===== src/hdl/rmsc_pkg.sv =====
// rolling mean status classifier: shared types, constants and helpers
// no dependencies; imported by every module of the block
package rmsc_pkg;

   localparam int WINDOW_MAX_DEF  = 64;
   localparam int MAP_ENTRIES_DEF = 3;
   localparam int MAP_MAX         = 3;

   localparam int CFG_WIN_W = 7;
   localparam int ENT_W     = 2;
   localparam int THR_W     = 17;
   localparam int STATUS_W  = 16;
   localparam int KIND_W    = 2;
   localparam int WEIGHT_W  = 2;
   localparam int CSR_IDX_W = 4;
   localparam int CSR_DAT_W = 17;
   localparam int FRAC_W    = 16;

   typedef enum logic [CSR_IDX_W-1:0] {
      REG_WINDOW     = 4'd0,
      REG_ENTRIES    = 4'd1,
      REG_THR_FIRST  = 4'd2,
      REG_THR_SECOND = 4'd3,
      REG_THR_THIRD  = 4'd4,
      REG_ST_FIRST   = 4'd5,
      REG_ST_SECOND  = 4'd6,
      REG_ST_THIRD   = 4'd7
   } reg_idx_type;

   localparam logic [KIND_W-1:0] KIND_NEG = 2'd0;
   localparam logic [KIND_W-1:0] KIND_POS = 2'd2;

   localparam logic [CFG_WIN_W-1:0] RST_WINDOW  = 7'd64;
   localparam logic [ENT_W-1:0]     RST_ENTRIES = 2'd2;
   localparam logic [THR_W-1:0]     RST_THR0    = 17'd32768;
   localparam logic [THR_W-1:0]     RST_THR1    = 17'd65536;
   localparam logic [THR_W-1:0]     RST_THR2    = 17'd65536;
   localparam logic [STATUS_W-1:0]  RST_ST0     = 16'd0;
   localparam logic [STATUS_W-1:0]  RST_ST1     = 16'd1;
   localparam logic [STATUS_W-1:0]  RST_ST2     = 16'd2;

   typedef struct packed {
      logic [CFG_WIN_W-1:0]              window;
      logic [ENT_W-1:0]                  entries;
      logic [MAP_MAX-1:0][THR_W-1:0]     thr;
      logic [MAP_MAX-1:0][STATUS_W-1:0]  status;
   } cfg_type;

   // doubled weight: negative 0, positive 2, anything else 1
   function automatic logic [WEIGHT_W-1:0] kind_weight(input logic [KIND_W-1:0] kind);
      logic [WEIGHT_W-1:0] w;
      case (kind)
         KIND_NEG: w = 2'd0;
         KIND_POS: w = 2'd2;
         default:  w = 2'd1;
      endcase
      return w;
   endfunction

endpackage


===== src/hdl/rmsc_csr.sv =====
// rolling mean status classifier: configuration register file
// depends on rmsc_pkg
module rmsc_csr
   import rmsc_pkg::*;
(
   input  logic                 clock,
   input  logic                 reset,
   input  logic                 wr_en,
   input  logic [CSR_IDX_W-1:0] wr_index,
   input  logic [CSR_DAT_W-1:0] wr_data,
   output cfg_type              cfg,
   output logic                 win_clear
);

   cfg_type cfg_ff;

   always_ff @(posedge clock) begin
      if (reset) begin
         cfg_ff.window    <= RST_WINDOW;
         cfg_ff.entries   <= RST_ENTRIES;
         cfg_ff.thr[0]    <= RST_THR0;
         cfg_ff.thr[1]    <= RST_THR1;
         cfg_ff.thr[2]    <= RST_THR2;
         cfg_ff.status[0] <= RST_ST0;
         cfg_ff.status[1] <= RST_ST1;
         cfg_ff.status[2] <= RST_ST2;
      end else if (wr_en) begin
         case (wr_index)
            REG_WINDOW:     cfg_ff.window    <= wr_data[CFG_WIN_W-1:0];
            REG_ENTRIES:    cfg_ff.entries   <= wr_data[ENT_W-1:0];
            REG_THR_FIRST:  cfg_ff.thr[0]    <= wr_data[THR_W-1:0];
            REG_THR_SECOND: cfg_ff.thr[1]    <= wr_data[THR_W-1:0];
            REG_THR_THIRD:  cfg_ff.thr[2]    <= wr_data[THR_W-1:0];
            REG_ST_FIRST:   cfg_ff.status[0] <= wr_data[STATUS_W-1:0];
            REG_ST_SECOND:  cfg_ff.status[1] <= wr_data[STATUS_W-1:0];
            REG_ST_THIRD:   cfg_ff.status[2] <= wr_data[STATUS_W-1:0];
            default: ;
         endcase
      end
   end

   assign cfg       = cfg_ff;
   assign win_clear = wr_en && (wr_index == REG_WINDOW);

endmodule


===== src/hdl/rmsc_ring.sv =====
// rolling mean status classifier: sample ring memory, read-first, registered read
// depends on rmsc_pkg
module rmsc_ring
   import rmsc_pkg::*;
#(
   parameter int DEPTH  = WINDOW_MAX_DEF,
   parameter int ADDR_W = (DEPTH > 1) ? $clog2(DEPTH) : 1
)
(
   input  logic                clock,
   input  logic                en,
   input  logic                we,
   input  logic [ADDR_W-1:0]   addr,
   input  logic [WEIGHT_W-1:0] wdata,
   output logic [WEIGHT_W-1:0] rdata
);

   logic [WEIGHT_W-1:0] ring_mem [DEPTH];
   logic [WEIGHT_W-1:0] rdata_ff;

   // old contents come out while the new weight goes in
   always_ff @(posedge clock) begin
      if (en) begin
         if (we) begin
            ring_mem[addr] <= wdata;
         end
         rdata_ff <= ring_mem[addr];
      end
   end

   assign rdata = rdata_ff;

endmodule


===== src/hdl/rmsc_class.sv =====
// rolling mean status classifier: threshold compare and status select
// depends on rmsc_pkg
module rmsc_class
   import rmsc_pkg::*;
#(
   parameter int MAP_ENTRIES = MAP_ENTRIES_DEF,
   parameter int FILL_W      = 7,
   parameter int SUM_W       = 8
)
(
   input  cfg_type              cfg,
   input  logic [FILL_W-1:0]    fill,
   input  logic [SUM_W-1:0]     sum,
   output logic [STATUS_W-1:0]  status
);

   localparam int PROD_W = THR_W + FILL_W + 1;

   logic [ENT_W-1:0]   ent_eff;
   logic [PROD_W-1:0]  rhs;
   logic [PROD_W-1:0]  prod [MAP_MAX];
   logic [MAP_MAX-1:0] hit;

   always_comb begin
      if (cfg.entries == '0) begin
         ent_eff = ENT_W'(1);
      end else if (32'(cfg.entries) > 32'(MAP_ENTRIES)) begin
         ent_eff = ENT_W'(MAP_ENTRIES);
      end else begin
         ent_eff = cfg.entries;
      end
   end

   // threshold * 2 * fill >= sum * 2^16
   assign rhs = PROD_W'({sum, {FRAC_W{1'b0}}});

   always_comb begin
      for (int k = 0; k < MAP_MAX; k++) begin
         prod[k] = PROD_W'(cfg.thr[k]) * PROD_W'({fill, 1'b0});
         hit[k]  = prod[k] >= rhs;
      end
   end

   always_comb begin
      status = cfg.status[ENT_W'(ent_eff - ENT_W'(1))];
      for (int k = MAP_MAX - 1; k >= 0; k--) begin
         if ((ENT_W'(k) < ent_eff) && hit[k]) begin
            status = cfg.status[k];
         end
      end
   end

endmodule


===== src/hdl/rolling_mean_status_classifier.sv =====
// result path: an accepted request passes the stage 1 register, then the result register
// throughput: one sample per cycle unless the result side stalls; the ring memory is
// read and written in the accept cycle, the sum loop closes in stage 1; nothing waits on it
// reset: clears write slot, fill count, running sum and pipeline valids; ring contents
// stay undefined and are only read once written; configuration returns to defaults
module rolling_mean_status_classifier
   import rmsc_pkg::*;
#(
   parameter int WINDOW_MAX  = WINDOW_MAX_DEF,
   parameter int MAP_ENTRIES = MAP_ENTRIES_DEF
)
(
   input  logic                       clock,
   input  logic                       reset,
   input  logic                       req_valid,
   output logic                       req_ready,
   input  logic [KIND_W-1:0]          req_sample_kind,
   output logic                       rsp_valid,
   input  logic                       rsp_ready,
   output logic signed [STATUS_W-1:0] rsp_status_code,
   input  logic                       csr_valid,
   output logic                       csr_ready,
   input  logic [CSR_IDX_W-1:0]       csr_index,
   input  logic [CSR_DAT_W-1:0]       csr_wdata
);

   localparam int SLOT_W = (WINDOW_MAX > 1) ? $clog2(WINDOW_MAX) : 1;
   localparam int FILL_W = $clog2(WINDOW_MAX + 1);
   localparam int SUM_W  = $clog2(2 * WINDOW_MAX + 1);

   cfg_type             cfg;
   logic                win_clear;
   logic                adv;
   logic                accept;
   logic [FILL_W-1:0]   win_eff;
   logic [FILL_W-1:0]   slot_cur;
   logic [FILL_W-1:0]   slot_nxt;
   logic                evict;
   logic [WEIGHT_W-1:0] weight;
   logic [WEIGHT_W-1:0] rd_weight;
   logic [WEIGHT_W-1:0] evicted;
   logic [STATUS_W-1:0] status;

   logic [SLOT_W-1:0]   slot_ff, slot_in;
   logic [FILL_W-1:0]   fill_ff, fill_in;
   logic [SUM_W-1:0]    sum_ff, sum_in;
   logic                s1_valid_ff;
   logic [WEIGHT_W-1:0] s1_weight_ff;
   logic                s1_evict_ff;
   logic [FILL_W-1:0]   s1_fill_ff;
   logic                rsp_valid_ff;
   logic [STATUS_W-1:0] rsp_status_ff;

   rmsc_csr u_csr (
      .clock     (clock),
      .reset     (reset),
      .wr_en     (csr_valid),
      .wr_index  (csr_index),
      .wr_data   (csr_wdata),
      .cfg       (cfg),
      .win_clear (win_clear)
   );

   assign csr_ready = 1'b1;
   assign adv       = !rsp_valid_ff || rsp_ready;
   assign req_ready = adv;
   assign accept    = req_valid && adv;
   assign weight    = kind_weight(req_sample_kind);

   // stage 0: slot and fill bookkeeping, ring access
   always_comb begin
      if (cfg.window == '0) begin
         win_eff = FILL_W'(1);
      end else if (32'(cfg.window) > 32'(WINDOW_MAX)) begin
         win_eff = FILL_W'(WINDOW_MAX);
      end else begin
         win_eff = FILL_W'(cfg.window);
      end
      slot_cur = (FILL_W'(slot_ff) >= win_eff) ? '0 : FILL_W'(slot_ff);
      slot_nxt = slot_cur + FILL_W'(1);
      slot_in  = (slot_nxt >= win_eff) ? '0 : SLOT_W'(slot_nxt);
      evict    = fill_ff >= win_eff;
      fill_in  = evict ? win_eff : fill_ff + FILL_W'(1);
   end

   rmsc_ring #(
      .DEPTH  (WINDOW_MAX),
      .ADDR_W (SLOT_W)
   ) u_ring (
      .clock (clock),
      .en    (adv),
      .we    (accept),
      .addr  (SLOT_W'(slot_cur)),
      .wdata (weight),
      .rdata (rd_weight)
   );

   // stage 1: running sum and classification
   assign evicted = s1_evict_ff ? rd_weight : '0;
   assign sum_in  = sum_ff - SUM_W'(evicted) + SUM_W'(s1_weight_ff);

   rmsc_class #(
      .MAP_ENTRIES (MAP_ENTRIES),
      .FILL_W      (FILL_W),
      .SUM_W       (SUM_W)
   ) u_class (
      .cfg    (cfg),
      .fill   (s1_fill_ff),
      .sum    (sum_in),
      .status (status)
   );

   always_ff @(posedge clock) begin
      if (reset) begin
         slot_ff      <= '0;
         fill_ff      <= '0;
         sum_ff       <= '0;
         s1_valid_ff  <= 1'b0;
         rsp_valid_ff <= 1'b0;
      end else if (win_clear) begin
         slot_ff <= '0;
         fill_ff <= '0;
         sum_ff  <= '0;
      end else begin
         if (accept) begin
            slot_ff <= slot_in;
            fill_ff <= fill_in;
         end
         if (adv) begin
            s1_valid_ff  <= accept;
            rsp_valid_ff <= s1_valid_ff;
            if (s1_valid_ff) begin
               sum_ff <= sum_in;
            end
         end
      end
   end

   always_ff @(posedge clock) begin
      if (adv) begin
         s1_weight_ff <= weight;
         s1_evict_ff  <= evict;
         s1_fill_ff   <= fill_in;
         if (s1_valid_ff) begin
            rsp_status_ff <= status;
         end
      end
   end

   assign rsp_valid       = rsp_valid_ff;
   assign rsp_status_code = rsp_status_ff;

   a_fill_bound : assert property (@(posedge clock) disable iff (reset)
      32'(fill_ff) <= 32'(WINDOW_MAX))
      else $error("fill count beyond window");

   a_sum_bound : assert property (@(posedge clock) disable iff (reset)
      32'(sum_ff) <= 2 * 32'(fill_ff))
      else $error("running sum exceeds twice the fill count");

   a_accept_moves : assert property (@(posedge clock) disable iff (reset)
      accept |=> s1_valid_ff)
      else $error("accepted transaction lost before stage 1");

   a_s1_holds : assert property (@(posedge clock) disable iff (reset)
      (s1_valid_ff && !adv) |=> (s1_valid_ff && $stable(s1_fill_ff)))
      else $error("stage 1 changed while stalled");

endmodule


===== config.mk =====
export PLATFORM = sky130hd
export DESIGN_NAME = rolling_mean_status_classifier
export DESIGN_NICKNAME = d
export VERILOG_FILES = /design/src/hdl/rmsc_pkg.sv /design/src/hdl/rmsc_csr.sv /design/src/hdl/rmsc_ring.sv /design/src/hdl/rmsc_class.sv /design/src/hdl/rolling_mean_status_classifier.sv
export SDC_FILE = /design/constraint.sdc
export NUM_CORES = 1
export LEC_CHECK = 0
export BUFFER_PORTS_ARGS = -buffer_cell sky130_fd_sc_hd__buf_2
export CAP_MARGIN = 20
export CORE_ASPECT_RATIO = 2
export CORE_MARGIN = 2
export CORE_UTILIZATION = 30
export CTS_BUF_LIST = sky130_fd_sc_hd__clkbuf_4 sky130_fd_sc_hd__clkbuf_8
export CTS_CLUSTER_SIZE = 25
export DETAILED_ROUTE_END_ITERATION = 6
export PLACE_DENSITY_LB_ADDON = 0.08
export SLEW_MARGIN = 20
export SYNTH_ARGS = -nofsm -noshare
export SYNTH_HDL_FRONTEND = slang
export SYNTH_SLANG_ARGS = --single-unit

===== constraint.sdc =====
create_clock -name clock -period 9.8 [get_ports clock]
set_input_delay 0.49 -clock clock [delete_from_list [all_inputs] [get_ports clock]]
set_output_delay 0.49 -clock clock [all_outputs]
set_load 0.02 [all_outputs]

==> out/summary.txt, run 1 <==
LEAKAGE: 8.95 nW
Clock Sinks: 270
peak supply drop: 0.0000995 V
RSZ-0062 raised after global routing: no
actual slew at the worst max-slew pin: 1.08 ns
Post-CTS Setup Bufs: 0
R2R Setup Slk: 1.14 ns
root buf cell: clkbuf_8
port bufs: 45
DR iter-0 viols: 898
Pre-antenna DRT Iters: 5
register area: 6970 µm²
Psw: 0.829 mW
layout cells sized above 1: 0.0882
count of flip-flops with a built-in enable after synthesis: 156
# IOs: 47
CTS tree: done
WL/cell: 19.4 µm
placed inst area: 20800 µm²
PwrDens: 127 nW/µm²
clock share of power: 0.371
CP required: 10.09 ns
R2R Path Start: s1_fill_ff[1]
status: completed
largest net degree at the start of global routing: 67
GP Congestion: 0.818
H-tree depth reported by CTS: 2
area of the core: 65400 µm²
fillers: 6866
Synth Area per Inst: 9.49 µm²
Setup CP Type: reg2reg
post-route ant nets: 0
r2r worst-path depth: 29
CTS Hold Bufs: 0
register bit total from synthesis: 270
area of the multi-input gates: 11500 µm²
Synth cell types: 81
Die Ht: 367 µm
initial antenna violation count: 4
vias post-DR: 14400
most numerous cell in the Yosys netlist: nand2_1
Hold Crit Class: in2reg
Mapped Cells: 2079
top post-synthesis cells by area: edfxtp_1 24%, fa_1 15%, dfxtp_1 12%
GRT Util Overall: 0.174
Rel. slew slack: 0.276
effective utilization at floorplan: 0.302
final instance area: 21700 µm²
fraction of power consumed by sequential logic: 0.453
critical path capture point type: flop
max cap viols: 0
global-route wire length before repair: 90300 µm
hold worst-path end: s1_valid_ff
async set-reset flop share out of synthesis: 0
Nets: 2386
Final min period: 8.66 ns
Placed Instances: 2908
Slowest-stage cell, CP: o21a_1
min-delay src: req_valid
reg-to-reg endpoint: rsp_status_code[1]
fin. max-slew vios: 0
clk buf depth: 3
fin crit share: 0.884
Synth Flop Type: edfxtp_1
post_cts resized: 0
Startpoint Class: flop
fmax: 0.115 GHz
Sw Share: 0.301
cell taking the most area after synthesis: edfxtp_1
Post-Route Setup TNS: 0 ns
DRC violations left: 0
combinational share of power: 0.176
non-filler instance count after layout: 2987
sequential area share after synthesis: 0.353
number of global-route vias before repair: 15000
Overflow after GRT: 0
hold violation count in the final report: 0
Crit path arrival time: 8.95 ns
post-synth top area share: 0.238
DIE AREA: 67900 µm²
Via density: 4.84
latest clock arrival within the worst-skew pair: 0.60 ns
DPL Wire Length: 41400 µm
Setup Viol. Count Final: 0
Setup Skew: 0.0324 ns
CP max FO: 17
Int Pwr: 1.92 mW
Syn Std Cell Area: 19700 µm²
Area Growth Syn to Fin: 10.0%
YS warnings: 0
total CTS buffers: 43
crit-path max cell delay: 0.66 ns
final hold slack: 0.183 ns
cell row count: 133
Synth Net Count: 2387
Synth top cells by count: 326 x nand2_1, 225 x inv_1, 156 x edfxtp_1
DRT Wirelength: 57900 µm
clock slew at reported path FFs: 0.06 ns
DIE WIDTH: 185 µm
hold path depth: 3
kinds of logic (layout without fill, tap and decap cells):
family                     after synthesis  after routing  synth area share
muxes                                   61             61            0.0367
adders and majority gates              280            280             0.235
other                                    1              3          0.000190
xor gates and xnor gates                40             40            0.0178
DFF                                    270            270             0.353
AOI/OAI and AO/OA                      327            327             0.110
and+or+nand+nor                        757            757             0.180
buffers and inverters                  343            372            0.0667
worst max-delay path by stage:
stage / start / end / depth (start not counted)
CTS: s1_fill_ff[1] / rsp_status_code[1] / 29
finish: s1_fill_ff[1] / rsp_status_code[1] / 29
floorplan: s1_fill_ff[1] / rsp_status_code[10] / 32
global route: s1_fill_ff[1] / rsp_status_code[10] / 29
global placement: s1_fill_ff[1] / rsp_status_code[5] / 29
detailed placement: s1_fill_ff[1] / rsp_status_code[3] / 29
area by class of cell:
cell class	instances	share of cell area
Sequential cell	270	0.321
Antenna cell	2	0.000231
Multi-Input combinational cell	1466	0.528
Clock inverter	14	0.00484
Inverter	226	0.0391
Timing Repair Buffer	71	0.0198
Clock buffer	61	0.0361
Tap cell	877	0.0506
per-stage QoR:
step           worst slack, ns   util  power (mW)
3_5_place_dp              1.14  0.318        1.77
4_1_cts                   1.13  0.331        2.81
5_1_grt                  0.572  0.332        2.89
3_3_place_gp              1.30  0.318        1.77
6_report                  1.14  0.332        2.75
2_1_floorplan             2.49      -        1.59
sequential cells by signal, summed over array words and instances, names as in the netlist:
signal / flops
sum_ff: 8
s1_fill_ff: 7
slot_ff: 6
s1_evict_ff: 1
rsp_status_code: 16
s1_valid_ff: 1
fill_ff: 7
u_ring.rdata: 2
rsp_valid: 1
u_csr.cfg: 91
s1_weight_ff: 2
u_ring.ring_mem: 128
routing by layer:
metal / vias up / global-route usage / share of wire
li1: 7003 / - / -
met1: 7143 / 0.243 / 0.47
met2: 226 / 0.283 / 0.47
met3: 72 / 0.0178 / 0.029
met4: 0 / 0.0513 / 0.025
met5: - / 0 / 0
worst max-delay path: cells and delay by family (launching register included):
| kind | cells | cell delay [ns] |
|---|---|---|
| AOI/OAI and AO/OA | 14 | 3.84 |
| xor gates and xnor gates | 1 | 0.08 |
| adders and majority gates | 6 | 2.69 |
| buffers and inverters | 5 | 0.47 |
| DFF | 1 | 0.58 |
| and+or+nand+nor | 3 | 0.71 |
power groups by stage:
stage	clock (mW)	sequential (mW)	combinational, mW
detailed placement	0	1.27	0.495
global placement	0	1.27	0.497
global route	1.10	1.25	0.545
floorplan	0	1.26	0.324
finish	1.02	1.25	0.484
CTS	1.06	1.25	0.499
layout by cell type (no fill, tap or decap), types with 26 or more instances in the layout:
cell type	count
mux2i_1	34
edfxtp_1	156
clkbuf_8	52
nand3_1	32
ha_1	130
inv_1	225
fa_1	150
buf_4	26
dfxtp_1	113
nand2_1	326
nor2_1	147
buf_2	44
a21oi_1	134
and2_1	143
No activity file was read; power rests on OpenSTA's default activity.
==> run 2, diff against run 1 <==
- BUFFER_PORTS_ARGS: -buffer_cell sky130_fd_sc_hd__buf_2 -> -buffer_cell sky130_fd_sc_hd__buf_4
==> run 2 against run 1 <==
  * Largest cell class unchanged
  * Sequential power barely moved
  * Clock skew rose by 0.0073 ns
  * Routed wire length fell by 0.26%
  * Worst setup slack improved by 0.14 ns
  * Count of clock-buffer cells in the layout rose by 3
  * First-iteration DRC count fell by 21%
==> out/summary.txt, run 2 (synthesized netlist as in run 1, its figures left out) <==
DR iter-0 viols: 709
Crit path arrival time: 8.83 ns
fin. max-slew vios: 0
DIE WIDTH: 185 µm
area of the core: 65400 µm²
final hold slack: 0.172 ns
Die Ht: 367 µm
cell row count: 133
CTS Hold Bufs: 0
peak supply drop: 0.0000881 V
most frequent cells in the layout: 326 x nand2_1, 225 x inv_1, 156 x edfxtp_1
DRC violations left: 0
DRT Wirelength: 57800 µm
H-tree depth reported by CTS: 2
CP max FO: 31
LEAKAGE: 8.96 nW
pre-CTS setup slack: 1.25 ns
initial antenna violation count: 2
Area Growth Syn to Fin: 10.3%
post-route ant nets: 0
clk buf depth: 3
max cap viols: 0
Rel. slew slack: 0.264
Setup Viol. Count Final: 0
CTS tree: done
Slowest-stage cell, CP: o21a_1
DIE AREA: 67900 µm²
hold violation count in the final report: 0
actual slew at the worst max-slew pin: 1.10 ns
r2r worst-path depth: 28
# IOs: 47
port bufs: 45
critical path capture point type: flop
fin util: 0.333
commonest non-fill, non-tap cell in the layout: nand2_1
WL/cell: 19.4 µm
Via density: 4.84
largest net degree at the start of global routing: 94
Post-Route Setup TNS: 0 ns
fmax: 0.117 GHz
DPL Wire Length: 41500 µm
hold path depth: 3
effective utilization at floorplan: 0.302
RSZ-0062 raised after global routing: no
Final min period: 8.52 ns
CP most frequent cell: fa_1
GP Congestion: 0.787
Overflow after GRT: 0
clock slew at reported path FFs: 0.07 ns
Setup CP Type: reg2reg
latest clock arrival within the worst-skew pair: 0.61 ns
Nets: 2382
Clock Sinks: 270
post_cts resized: 0
layout cells sized above 1: 0.0860
total CTS buffers: 42
fin crit share: 0.870
critical path depth: 28
global-route wire length before repair: 90800 µm
status: completed
Largest Register: u_ring.ring_mem
GRT Util Overall: 0.175
Largest delay share family, worst path: compound AO/OA/AOI/OAI gates
crit-path max cell delay: 0.66 ns
Hold Crit Class: in2reg
Final WS setup: 1.28 ns
buffers plus inverters on the worst setup path: 5
Pre-antenna DRT Iters: 7
root buf cell: clkbuf_8
CP required: 10.11 ns
Setup Skew: 0.0397 ns
max reg flops: 128
number of global-route vias before repair: 15200
Post-CTS Setup Bufs: 0
vias post-DR: 14400
Tot Pwr: 2.74 mW
Startpoint Class: flop
PwrDens: 126 nW/µm²
## run 2: final timing paths
path | to | slack (ns) | start
setup reg to reg | rsp_status_code[0] | 1.28 | s1_fill_ff[2]
hold / removal | s1_valid_ff | 0.17 | req_valid
hold reg to reg | u_csr.cfg[23] | 0.46 | u_csr.cfg[23]
setup / recovery | rsp_status_code[0] | 1.28 | s1_fill_ff[2]
## run 2: layout make-up
| class | count | area, µm² |
|---|---|---|
| fill | 6807 | 43700 |
| timing repair buffer | 68 | 510 |
| sequential | 270 | 6970 |
| clock inverter | 11 | 83.8 |
| inverter | 226 | 848 |
| clock buffer | 64 | 774 |
| multi-input combinational | 1466 | 11500 |
| antenna | 1 | 2.50 |
| tap | 877 | 1100 |
## run 2: per-stage QoR
| step | instance area, µm² | cells |
|---|---|---|
| detailed placement | 20900 | 2907 |
| finish | 21700 | 2983 |
| floorplan | 19700 | 2079 |
| global placement | 20900 | 2907 |
| CTS | 21700 | 2982 |
| global route | 21700 | 2983 |
## run 2: tightest hold or removal path, stage by stage
cell and delay (ns):
buf_4 0.12, nand3_1 0.06, a21oi_1 0.05
## run 2: metal layers
metal / wire [µm] / share of wire / global-route usage
met1: 26500 / 0.46 / 0.237
met2: 28000 / 0.48 / 0.293
met3: 1780 / 0.031 / 0.0173
met4: 1530 / 0.027 / 0.0517
met5: 0 / 0 / 0
## run 2: report_power, final
group | total (mW) | leakage, nW | internal [mW] | switching [mW]
Sequential | 1.24 | 2.34 | 1.22 | 0.0228
Clock | 1.01 | 0.458 | 0.532 | 0.477
Combinational | 0.490 | 6.16 | 0.160 | 0.330
Total | 2.74 | 8.96 | 1.91 | 0.829
==> run 3, diff against run 2 <==
- ABC_AREA: unset -> 1
- CORE_MARGIN: 2 -> 8
==> run 3 against run 2 <==
  * Count of clock-buffer cells in the layout rose by 3
  * Clock power up 16%
  * Critical path depth up 3
  * Routed wire length up 1.5%
  * Register-to-register slack better by 1.2 ns
  * Synthesized area increased by 4.4%
  * Critical endpoint is now rsp_status_code[13]
==> out/summary.txt, run 3 <==
layout cells sized above 1: 0.0754
global-route wire length before repair: 93500 µm
CP required: 10.15 ns
Post-CTS Setup Bufs: 0
DIE WIDTH: 201 µm
top post-synthesis cells by area: edfxtp_1 23%, fa_1 15%, dfxtp_1 11%
Setup Viol. Count Final: 0
status: completed
Area Growth Syn to Fin: 10.2%
DR iter-0 viols: 936
crit-path max cell delay: 0.98 ns
Slowest-stage cell, CP: edfxtp_1
commonest non-fill, non-tap cell in the layout: nand2_1
Setup CP Type: reg2reg
Rel. slew slack: 0.330
Tot Pwr: 3.31 mW
register bit total from synthesis: 270
post-route ant nets: 0
Largest delay share family, worst path: adder cells
vias post-DR: 16100
PwrDens: 146 nW/µm²
root buf cell: clkbuf_8
GRT Util Overall: 0.150
DRC violations left: 0
Setup Skew: 0.0375 ns
Overflow after GRT: 0
sequential area share after synthesis: 0.338
DRT Wirelength: 58600 µm
RSZ-0062 raised after global routing: no
Synth Net Count: 2929
Synth top cells by count: 568 x nand2_1, 480 x inv_1, 350 x nor2_1
GP Congestion: 0.779
peak supply drop: 0.000107 V
non-filler instance count after layout: 3536
Post-Route Setup TNS: 0 ns
Synth Flop Type: edfxtp_1
area of the core: 68400 µm²
Mapped Cells: 2621
post_cts resized: 0
CP most frequent cell: nand2_1
Syn Std Cell Area: 20600 µm²
CTS Hold Bufs: 0
R2R Setup Slk: 2.52 ns
Synth cell types: 44
most frequent cells in the layout: 568 x nand2_1, 480 x inv_1, 348 x nor2_1
Placed Instances: 3452
buffers plus inverters on the worst setup path: 7
YS warnings: 0
post-synth top area share: 0.228
DIE AREA: 77800 µm²
initial antenna violation count: 1
Hold Crit Class: in2reg
clock slew at reported path FFs: 0.06 ns
fin. max-slew vios: 0
WL/cell: 16.6 µm
fmax: 0.137 GHz
DPL Wire Length: 41900 µm
max reg flops: 128
LEAKAGE: 11.5 nW
Startpoint Class: flop
Clock Sinks: 270
Nets: 2910
Crit path arrival time: 7.63 ns
# IOs: 47
Die Ht: 386 µm
hold violation count in the final report: 0
Pre-antenna DRT Iters: 5
async set-reset flop share out of synthesis: 0
H-tree depth reported by CTS: 2
CTS tree: done
count of flip-flops with a built-in enable after synthesis: 156
largest net degree at the start of global routing: 93
number of global-route vias before repair: 16600
clk buf depth: 3
effective utilization at floorplan: 0.301
Largest Register: u_ring.ring_mem
max cap viols: 0
cell taking the most area after synthesis: edfxtp_1
total CTS buffers: 45
critical path capture point type: flop
fin crit share: 0.742
Via density: 4.55
cell row count: 136
actual slew at the worst max-slew pin: 1.00 ns
CP max FO: 24
latest clock arrival within the worst-skew pair: 0.60 ns
Final min period: 7.28 ns
port bufs: 45
final hold slack: 0.0640 ns
most numerous cell in the Yosys netlist: nand2_1
Synth Area per Inst: 7.86 µm²
## run 3: stage by stage
stage,util,cell area [µm²],setup slack [ns]
6_report,0.332,22700,2.52
5_1_grt,0.332,22700,1.85
4_1_cts,0.332,22700,2.51
3_5_place_dp,0.316,21600,2.52
3_3_place_gp,0.316,21600,2.58
2_1_floorplan,-,20600,3.90
## run 3: area by class of cell
cell class	count	area [µm²]
Sequential cell	270	6970
Multi-Input combinational cell	1728	11200
Timing Repair Buffer	64	480
Inverter	493	1850
Clock buffer	67	822
Tap cell	897	1120
Fill cell	7450	45700
Clock inverter	16	218
Antenna cell	1	2.50
## run 3: cell families after synthesis
logic type	synth area share
compound gates	0.0895
xor+xnor	0.0170
fa+ha+maj	0.225
buf+inv	0.117
flops	0.338
other cells	0.000182
simple gates	0.213
## run 3: worst reg2reg max path, delay by kind of cell (launching register included)
kind	cells	cell delay [ns]
AO/OA/AOI/OAI	6	1.12
XOR/XNOR	1	0.18
adder cells (fa/ha/maj)	6	2.34
flip-flops	1	0.98
buffers and inverters	7	0.99
AND/OR/NAND/NOR	11	1.41
## run 3: metal layers
| metal | share of wire | vias up | GRT usage |
|---|---|---|---|
| met5 | 0 | - | 0 |
| met2 | 0.46 | 237 | 0.245 |
| li1 | - | 8121 | - |
| met4 | 0.028 | 0 | 0.0481 |
| met1 | 0.49 | 7662 | 0.206 |
| met3 | 0.029 | 60 | 0.0153 |
## run 3: final timing paths
kind,startpoint,endpoint,depth (start not counted)
worst max register to register,s1_fill_ff[4],rsp_status_code[13],31
worst min-delay path,reset,rsp_valid,2
worst min register to register,u_csr.cfg[33],u_csr.cfg[33],2
worst max-delay path,s1_fill_ff[4],rsp_status_code[13],31
## run 3: power by group
group | total (mW) | switching (mW) | internal (mW)
combinational | 0.832 | 0.575 | 0.257
sequential | 1.30 | 0.0440 | 1.26
clock | 1.17 | 0.498 | 0.675
total | 3.31 | 1.12 | 2.19
